### config.mk
export PLATFORM = sky130hd
export DESIGN_NAME = joystick_direction_and_button_events
export DESIGN_NICKNAME = d
export VERILOG_FILES = /design/src/design/jdbe_pkg.sv /design/src/design/joystick_direction_and_button_events.sv
export SDC_FILE = /design/constraint.sdc
export NUM_CORES = 1
export LEC_CHECK = 0
export BUFFER_PORTS_ARGS = -buffer_cell sky130_fd_sc_hd__buf_2
export CORE_MARGIN = 2
export CORE_UTILIZATION = 52
export CTS_BUF_LIST = sky130_fd_sc_hd__clkbuf_8
export DETAILED_ROUTE_END_ITERATION = 6
export GPL_TIMING_DRIVEN = 0
export PLACE_DENSITY = 0.82
export SLEW_MARGIN = 20
export SYNTH_ARGS = -nofsm -noshare
export SYNTH_HDL_FRONTEND = slang
export SYNTH_SLANG_ARGS = --single-unit
### constraint.sdc
create_clock -name i_clk -period 13.3 [get_ports i_clk]
set_input_delay 2.66 -clock i_clk [delete_from_list [all_inputs] [get_ports i_clk]]
set_output_delay 2.66 -clock i_clk [all_outputs]
set_load 0.01 [all_outputs]
### src/design/jdbe_pkg.sv
// Shared types and constants for the joystick direction and button event block.
// No dependencies; used by the top level and its checker.
`default_nettype none

package jdbe_pkg;

    localparam int unsigned SAMPLE_W    = 12;
    localparam int unsigned THRESH_W    = 11;
    localparam int unsigned DIR_W       = 4;
    localparam int unsigned BTN_LIMIT   = 4;
    localparam int unsigned BTN_IDX_W   = 2;
    localparam int unsigned EV_SLOTS    = 1 + BTN_LIMIT;
    localparam int unsigned EV_IDX_W    = 3;
    localparam int unsigned CFG_IDX_W   = 3;
    localparam int unsigned CFG_DATA_W  = 11;
    localparam int unsigned IN_DATA_W   = 32;
    localparam int unsigned OUT_DATA_W  = 40;

    typedef enum logic [1:0] {
        EV_DIRECTION = 2'd0,
        EV_PRESS     = 2'd1,
        EV_RELEASE   = 2'd2
    } t_event_kind;

    typedef enum logic [CFG_IDX_W-1:0] {
        REG_THRESHOLD    = 3'd0,
        REG_INVERT_X     = 3'd1,
        REG_INVERT_Y     = 3'd2,
        REG_BUTTONS_USED = 3'd3,
        REG_ACTIVE_LVLS  = 3'd4
    } t_cfg_reg;

    localparam logic [DIR_W-1:0] DIR_CENTER    = 4'd0;
    localparam logic [DIR_W-1:0] DIR_UP        = 4'd1;
    localparam logic [DIR_W-1:0] DIR_DOWN      = 4'd2;
    localparam logic [DIR_W-1:0] DIR_LEFT      = 4'd3;
    localparam logic [DIR_W-1:0] DIR_RIGHT     = 4'd4;
    localparam logic [DIR_W-1:0] DIR_UPLEFT    = 4'd5;
    localparam logic [DIR_W-1:0] DIR_UPRIGHT   = 4'd6;
    localparam logic [DIR_W-1:0] DIR_DOWNLEFT  = 4'd7;
    localparam logic [DIR_W-1:0] DIR_DOWNRIGHT = 4'd8;

    localparam logic [THRESH_W-1:0]  THRESH_RESET  = 11'd400;
    localparam logic [2:0]           BTN_USED_RST  = 3'd1;

endpackage

`default_nettype wire

### src/design/joystick_direction_and_button_events.sv
// Top level: joystick direction classifier with counter-debounced buttons.
// Depends on jdbe_pkg.
//
// Each accepted slave beat is one poll tick. Direction and debounce state are
// updated in the accepting cycle and the tick's events (a direction change,
// then presses and releases in button order, at most five) are held in a
// pending register and moved one per cycle, while the master side is not
// stalled, into the master output register. The next tick is taken in the
// cycle its predecessor's last event enters the output register, so ticks
// with at most one event flow at one per cycle when the master side does
// not stall. The drain of the pending register sets the rate.
// tdata in:  [11:0] x_sample, [12] x_ok, [24:13] y_sample, [25] y_ok,
//            [29:26] button_pins, rest zero.
// tdata out: [3:0] direction, [5:4] button_index, [17:6] x_value,
//            [29:18] y_value, [33:30] held_buttons, rest zero.
// tuser out: [1:0] event_kind. tlast marks the final event of a tick.
`default_nettype none

module joystick_direction_and_button_events #(
    parameter int unsigned MAX_BUTTONS    = 4,
    parameter int unsigned STABLE_TICKS   = 3,
    parameter int unsigned CENTER_VALUE   = 2048,
    parameter int unsigned SAMPLE_BITS    = 12
) (
    input  wire logic                              i_clk,
    input  wire logic                              i_rst_n,
    // configuration write channel
    input  wire logic                              i_cfg_valid,
    output logic                                   o_cfg_ready,
    input  wire logic [jdbe_pkg::CFG_IDX_W-1:0]    i_cfg_index,
    input  wire logic [jdbe_pkg::CFG_DATA_W-1:0]   i_cfg_data,
    // slave side
    input  wire logic                              s_axis_tvalid,
    output logic                                   s_axis_tready,
    input  wire logic [jdbe_pkg::IN_DATA_W-1:0]    s_axis_tdata,   // x_sample, x_ok, y_sample, y_ok, button_pins
    // master side
    output logic                                   m_axis_tvalid,
    input  wire logic                              m_axis_tready,
    output logic [jdbe_pkg::OUT_DATA_W-1:0]        m_axis_tdata,   // direction, button_index, x_value, y_value, held_buttons
    output logic [1:0]                             m_axis_tuser,   // event_kind
    output logic                                   m_axis_tlast
);

    localparam int unsigned NB = (MAX_BUTTONS < jdbe_pkg::BTN_LIMIT) ?
                                 MAX_BUTTONS : jdbe_pkg::BTN_LIMIT;
    localparam int unsigned CW = $clog2(STABLE_TICKS + 1);
    localparam logic [CW-1:0] CNT_MAX = CW'(STABLE_TICKS);
    localparam logic [jdbe_pkg::SAMPLE_W-1:0] SMASK =
        jdbe_pkg::SAMPLE_W'((64'd1 << SAMPLE_BITS) - 64'd1);
    localparam logic [jdbe_pkg::SAMPLE_W-1:0] CENTER_U = jdbe_pkg::SAMPLE_W'(CENTER_VALUE);
    localparam logic signed [13:0] CENTER_S = 14'(CENTER_VALUE);
    localparam logic [2:0] NB_U = 3'(NB);

    // configuration registers
    logic [jdbe_pkg::THRESH_W-1:0] r_threshold;
    logic                          r_invert_x;
    logic                          r_invert_y;
    logic [2:0]                    r_buttons_used;
    logic [3:0]                    r_active_levels;

    // tracking state
    logic [jdbe_pkg::DIR_W-1:0]    r_prev_dir;
    logic [CW-1:0]                 r_cnt    [NB];
    logic [NB-1:0]                 r_stable;

    // pending events of the last accepted tick
    logic [jdbe_pkg::EV_SLOTS-1:0] r_pend;
    logic [jdbe_pkg::BTN_LIMIT-1:0] r_pend_press;
    logic [jdbe_pkg::DIR_W-1:0]    r_pend_dir;
    logic [jdbe_pkg::SAMPLE_W-1:0] r_pend_x;
    logic [jdbe_pkg::SAMPLE_W-1:0] r_pend_y;
    logic [3:0]                    r_pend_held;

    // output register
    logic                          r_o_valid;
    jdbe_pkg::t_event_kind         r_o_kind;
    logic [jdbe_pkg::DIR_W-1:0]    r_o_dir;
    logic [jdbe_pkg::BTN_IDX_W-1:0] r_o_idx;
    logic [jdbe_pkg::SAMPLE_W-1:0] r_o_x;
    logic [jdbe_pkg::SAMPLE_W-1:0] r_o_y;
    logic [3:0]                    r_o_held;
    logic                          r_o_last;

    logic                          in_accept;
    logic                          out_load;
    logic [jdbe_pkg::SAMPLE_W-1:0] x_val;
    logic [jdbe_pkg::SAMPLE_W-1:0] y_val;
    logic [3:0]                    pins;
    logic signed [13:0]            rx;
    logic signed [13:0]            ry;
    logic signed [13:0]            thr_s;
    logic                          go_up, go_down, go_left, go_right;
    logic [jdbe_pkg::DIR_W-1:0]    dir;
    logic [2:0]                    used;
    logic [CW-1:0]                 n_cnt    [NB];
    logic [NB-1:0]                 n_stable;
    logic [jdbe_pkg::BTN_LIMIT-1:0] ev_btn;
    logic [jdbe_pkg::BTN_LIMIT-1:0] ev_press;
    logic [3:0]                    held;
    logic [jdbe_pkg::EV_IDX_W-1:0] sel;
    logic [jdbe_pkg::BTN_IDX_W-1:0] sel_btn;
    logic [jdbe_pkg::EV_SLOTS-1:0] pend_rest;

    assign o_cfg_ready = 1'b1;

    // slave side decode
    always_comb begin
        x_val = s_axis_tdata[12] ? (s_axis_tdata[11:0] & SMASK) : CENTER_U;
        y_val = s_axis_tdata[25] ? (s_axis_tdata[24:13] & SMASK) : CENTER_U;
        pins  = s_axis_tdata[29:26];
    end

    // direction classification
    always_comb begin
        rx = $signed({2'b00, x_val}) - CENTER_S;
        ry = CENTER_S - $signed({2'b00, y_val});
        if (r_invert_x) begin
            rx = -rx;
        end
        if (r_invert_y) begin
            ry = -ry;
        end
        thr_s    = $signed({3'b000, r_threshold});
        go_right = rx > thr_s;
        go_left  = rx < -thr_s;
        go_up    = ry > thr_s;
        go_down  = ry < -thr_s;
        if (go_up && go_right) begin
            dir = jdbe_pkg::DIR_UPRIGHT;
        end else if (go_up && go_left) begin
            dir = jdbe_pkg::DIR_UPLEFT;
        end else if (go_down && go_right) begin
            dir = jdbe_pkg::DIR_DOWNRIGHT;
        end else if (go_down && go_left) begin
            dir = jdbe_pkg::DIR_DOWNLEFT;
        end else if (go_up) begin
            dir = jdbe_pkg::DIR_UP;
        end else if (go_down) begin
            dir = jdbe_pkg::DIR_DOWN;
        end else if (go_right) begin
            dir = jdbe_pkg::DIR_RIGHT;
        end else if (go_left) begin
            dir = jdbe_pkg::DIR_LEFT;
        end else begin
            dir = jdbe_pkg::DIR_CENTER;
        end
    end

    // debounce
    always_comb begin
        used     = (r_buttons_used > NB_U) ? NB_U : r_buttons_used;
        ev_btn   = '0;
        ev_press = '0;
        for (int i = 0; i < NB; i++) begin
            n_cnt[i]    = r_cnt[i];
            n_stable[i] = r_stable[i];
            if (3'(i) < used) begin
                if (pins[i] == r_active_levels[i]) begin
                    if (r_cnt[i] != CNT_MAX) begin
                        n_cnt[i] = r_cnt[i] + CW'(1);
                    end
                end else if (r_cnt[i] != '0) begin
                    n_cnt[i] = r_cnt[i] - CW'(1);
                end
                if (!r_stable[i] && n_cnt[i] == CNT_MAX) begin
                    n_stable[i] = 1'b1;
                    ev_btn[i]   = 1'b1;
                    ev_press[i] = 1'b1;
                end else if (r_stable[i] && n_cnt[i] == '0) begin
                    n_stable[i] = 1'b0;
                    ev_btn[i]   = 1'b1;
                end
            end
        end
    end

    for (genvar g = 0; g < jdbe_pkg::BTN_LIMIT; g++) begin : g_held
        if (g < NB) begin : g_on
            assign held[g] = n_stable[g];
        end else begin : g_off
            assign held[g] = 1'b0;
        end
    end

    // pick the lowest pending event
    always_comb begin
        sel = '0;
        for (int i = jdbe_pkg::EV_SLOTS - 1; i >= 0; i--) begin
            if (r_pend[i]) begin
                sel = jdbe_pkg::EV_IDX_W'(i);
            end
        end
        pend_rest      = r_pend;
        pend_rest[sel] = 1'b0;
        sel_btn        = jdbe_pkg::BTN_IDX_W'(sel - 3'd1);
    end

    assign out_load      = (r_pend != '0) && (!r_o_valid || m_axis_tready);
    assign s_axis_tready = (r_pend == '0) || (out_load && pend_rest == '0);
    assign in_accept     = s_axis_tvalid && s_axis_tready;

    always_ff @(posedge i_clk) begin
        if (!i_rst_n) begin
            r_threshold     <= jdbe_pkg::THRESH_RESET;
            r_invert_x      <= 1'b0;
            r_invert_y      <= 1'b0;
            r_buttons_used  <= jdbe_pkg::BTN_USED_RST;
            r_active_levels <= '0;
        end else if (i_cfg_valid) begin
            unique case (i_cfg_index)
                jdbe_pkg::REG_THRESHOLD:    r_threshold     <= i_cfg_data;
                jdbe_pkg::REG_INVERT_X:     r_invert_x      <= i_cfg_data[0];
                jdbe_pkg::REG_INVERT_Y:     r_invert_y      <= i_cfg_data[0];
                jdbe_pkg::REG_BUTTONS_USED: r_buttons_used  <= i_cfg_data[2:0];
                jdbe_pkg::REG_ACTIVE_LVLS:  r_active_levels <= i_cfg_data[3:0];
                default: ;
            endcase
        end
    end

    always_ff @(posedge i_clk) begin
        if (!i_rst_n) begin
            r_prev_dir <= jdbe_pkg::DIR_CENTER;
            r_stable   <= '0;
            for (int i = 0; i < NB; i++) begin
                r_cnt[i] <= '0;
            end
        end else if (in_accept) begin
            r_prev_dir <= dir;
            r_stable   <= n_stable;
            for (int i = 0; i < NB; i++) begin
                r_cnt[i] <= n_cnt[i];
            end
        end
    end

    always_ff @(posedge i_clk) begin
        if (!i_rst_n) begin
            r_pend <= '0;
        end else if (in_accept) begin
            r_pend <= {ev_btn, dir != r_prev_dir};
        end else if (out_load) begin
            r_pend <= pend_rest;
        end
    end

    always_ff @(posedge i_clk) begin
        if (in_accept) begin
            r_pend_press <= ev_press;
            r_pend_dir   <= dir;
            r_pend_x     <= x_val;
            r_pend_y     <= y_val;
            r_pend_held  <= held;
        end
    end

    always_ff @(posedge i_clk) begin
        if (!i_rst_n) begin
            r_o_valid <= 1'b0;
        end else if (out_load) begin
            r_o_valid <= 1'b1;
        end else if (m_axis_tready) begin
            r_o_valid <= 1'b0;
        end
    end

    always_ff @(posedge i_clk) begin
        if (out_load) begin
            if (sel == '0) begin
                r_o_kind <= jdbe_pkg::EV_DIRECTION;
                r_o_idx  <= '0;
            end else begin
                r_o_kind <= r_pend_press[sel_btn] ? jdbe_pkg::EV_PRESS
                                                  : jdbe_pkg::EV_RELEASE;
                r_o_idx  <= sel_btn;
            end
            r_o_dir  <= r_pend_dir;
            r_o_x    <= r_pend_x;
            r_o_y    <= r_pend_y;
            r_o_held <= r_pend_held;
            r_o_last <= (pend_rest == '0);
        end
    end

    assign m_axis_tvalid = r_o_valid;
    assign m_axis_tuser  = r_o_kind;
    assign m_axis_tlast  = r_o_last;
    assign m_axis_tdata  = {6'd0, r_o_held, r_o_y, r_o_x, r_o_idx, r_o_dir};

endmodule

`default_nettype wire

==> metrics.cfg <==
[floorplanning]
core_mm2=0.0131
initial_utilization_pct=52.8
die_w_um=120
die_y_um=120
placementRows=42
io_pins=97
die_area_mm2=0.0143

[pwr]
p_leak_uw=0.00329
ir_drop_v=0.0000573
pwr_density_cell_mw_per_mm2=112

[critical_path]
crit_slowest_cell=a2111oi_4
critPathLaunchType=primary input
cp.required_ps=13620
cp_max_fo=10
endpoint_kind=flip-flop
cpLargestDelayFamily=compound AO/OA/AOI/OAI gates
worstPathArrival_ps=7720
crit_chain=buf_2 > buf_4 > clkbuf_1 > nand2_1 > ha_1 > buf_6 > buf_6 > o22ai_1 > a22oi_1 > a2111oi_4 > and2b_2 > xor2_1 > ha_1 > nand2_1 > o21ai_0 > a21oi_1 > a22o_2 > a41oi_4 > mux2i_1 > xor2_1 > o311a_1
crit_type=primary input to flip-flop
critPathMaxStageDelay_ps=450
crit_buf_inv=5

[sta]
min_period_ps=7400
skew_ps=8.97
finalHoldViolations=0
slew_violations=0
setup_tns_ps=0
slew_headroom_pct=42.8
finalSetupViolations=0
rsz0062_at_grt=false
period_share_pct=55.6
clock.fmax_mhz=135
worst_pin_slew_ps=858

[global_routing]
grt_max_degree=30
gr-total-overflow=0
grt_first_pass_wirelength_mm=24.1
grt_usage_pct=21.3
grt_pass1_vias=5034
grt_antenna_before_repair=0

[clocking]
clkSlewWorstSetupHoldPaths_ps=70
cts_root_buf=clkbuf_8
cts_resized=0
cts_made_buffers=17
cts_buffer_depth=2
cts_setup_buffers=0
hold_buffers=0
clk_latency_ps=440
cts_sinks=115
cts_tree=done
htreeDepth=4

[final_layout]
regArea_mm2=0.00311
area_growth_pct=15.9
fillers=1083
multiInputGateArea_mm2=0.00352
finalNetCount=901
post-route-util_pct=61.2
drive_gt1_share_pct=20.4
final_area_mm2=0.00804
diodes=0

[synth]
synth_cells=686
yosysTopAreaCellShare_pct=35.1
synth.area.top_cells=edfxtp_1, dfxtp_1, ha_1
avgSynthCellArea_um2=10.1
syn_area_mm2=0.00694
synth_flop_cell=edfxtp_1
synth_cell_types=74
synth-edff-count=81
yosys.cell_count.top_type=edfxtp_1
synth_seq_area_share_pct=44.9
async_flop_share_pct=0
ys_warn_count=0
synth_common_cells=edfxtp_1, nand2_1, ha_1, nor2_1, o21ai_0
yosys.area.top_type=edfxtp_1
yosys_register_bits=115

[run_status]
status=complete, no violations

[routing]
route.detailed.drc=0
dr.pass1.iters=5
vias=5395
drtIter0Drc=424
detail-route-antenna-nets=0
vias_per_cell=5.47
wirelength_mm=14.9
routedWlPerCell_um=15.1

[hold_path]
min_path_type=flip-flop to flip-flop

[job]
cap_violations=0

[placed_design]
gp_congestion=0.915
dpl_cell_area_mm2=0.00764
place_hpwl_mm=11.2
port_buffers=85

==> worst paths after layout <==
path / startpoint / to / slack [ps] / cells after the start
setup reg to reg: r_invert_x / r_pend[0] / 9530 / 15
hold / removal: r_pend_y[10] / r_o_y[10] / 410 / 0
hold reg to reg: r_pend_y[10] / r_o_y[10] / 410 / 0
setup / recovery: s_axis_tdata[25] / r_pend[0] / 5900 / 21
==> per-stage QoR <==
stage / worst slack [ps] / std cells / power, uW / hold WS [ps]
after CTS: 6020 / 986 / 905 / 411
after detailed placement: 5570 / 954 / 586 / 405
after global placement: 5640 / 952 / 579 / 401
after floorplan: 6550 / 691 / 535 / 400
final: 5900 / 986 / 901 / 413
after global routing: 5610 / 986 / 940 / 417
==> worst reg2reg max path, cell delays in order, from the launching register on <==
cell and delay [ps]:
dfxtp_1 320, clkbuf_8 160, clkbuf_1 340, o31ai_1 170, xnor2_1 310, ha_1 310, a21o_1 180, a21o_1 170
a221oi_1 290, o31ai_1 120, a31oi_1 130, mux2_2 250, o21ai_0 120, mux2i_1 290, xor2_1 130, o311a_1 360
==> cell type report <==
class	count	share of cell area (%)
Sequential cell	115	38.7
Inverter	38	1.77
Timing Repair Buffer	87	5.79
Tap cell	176	2.74
Clock inverter	13	1.67
Buffer	27	2.24
Multi-Input combinational cell	511	43.8
Clock buffer	19	3.25
==> cells in the final DEF, fill, tap and decap left out, types with 5 or more instances in the layout <==
cell and instances:
buf_2 86, edfxtp_1 81, nand2_1 79, ha_1 53, nor2_1 46, o21ai_0 41, inv_1 38, dfxtp_1 34
a21oi_1 33, xnor2_1 30, nor2b_1 22, clkbuf_8 20, and2_1 18, mux2i_1 17, nor3_1 13, nand3_1 13
clkbuf_1 12, a21boi_0 11, a21o_1 10, o31ai_1 8, buf_4 8, xor2_1 7, o21a_1 7, nand4_1 7
conb_1 7, or3_1 6, nand2b_1 6, buf_6 5
==> logic make-up (layout without fill, tap and decap cells) <==
logic type      count (synthesis)  in the layout  share of synthesized area, %
compound gates                151            151                          14.7
flops                         115            115                          44.9
simple gates                  239            239                          17.8
fa+ha+maj                      55             55                          9.85
buf+inv                        65            184                          4.65
other cells                     2              7                         0.108
mux                            22             22                          3.43
xor+xnor                       37             37                          4.67
==> registers in the layout, indices dropped and copies added, names as in the netlist, 2 cells and up <==
register and count:
r_o_x 12, r_o_y 12, r_pend_x 12, r_pend_y 12, r_threshold 11, r_cnt 8, r_pend 5, r_active_levels 4
r_o_dir 4, r_o_held 4, r_pend_dir 4, r_pend_held 4, r_pend_press 4, r_prev_dir 4, r_stable 4, r_buttons_used 3
m_axis_tuser 2, r_o_idx 2
==> layer usage <==
metal / track usage [%] / wire length [um]
met1: 28.5 / 6870
met2: 33.6 / 6900
met3: 6.08 / 900
met4: 6.62 / 250
met5: 0 / 0
==> report_power, final <==
group / leakage, uW / switching, uW / internal (uW)
registers: 0.00107 / 9.19 / 414
clock network: 0.000205 / 145 / 176
logic: 0.00202 / 92.9 / 63.9
total: 0.00329 / 247 / 653
No activity file was read; power rests on OpenSTA's default activity.
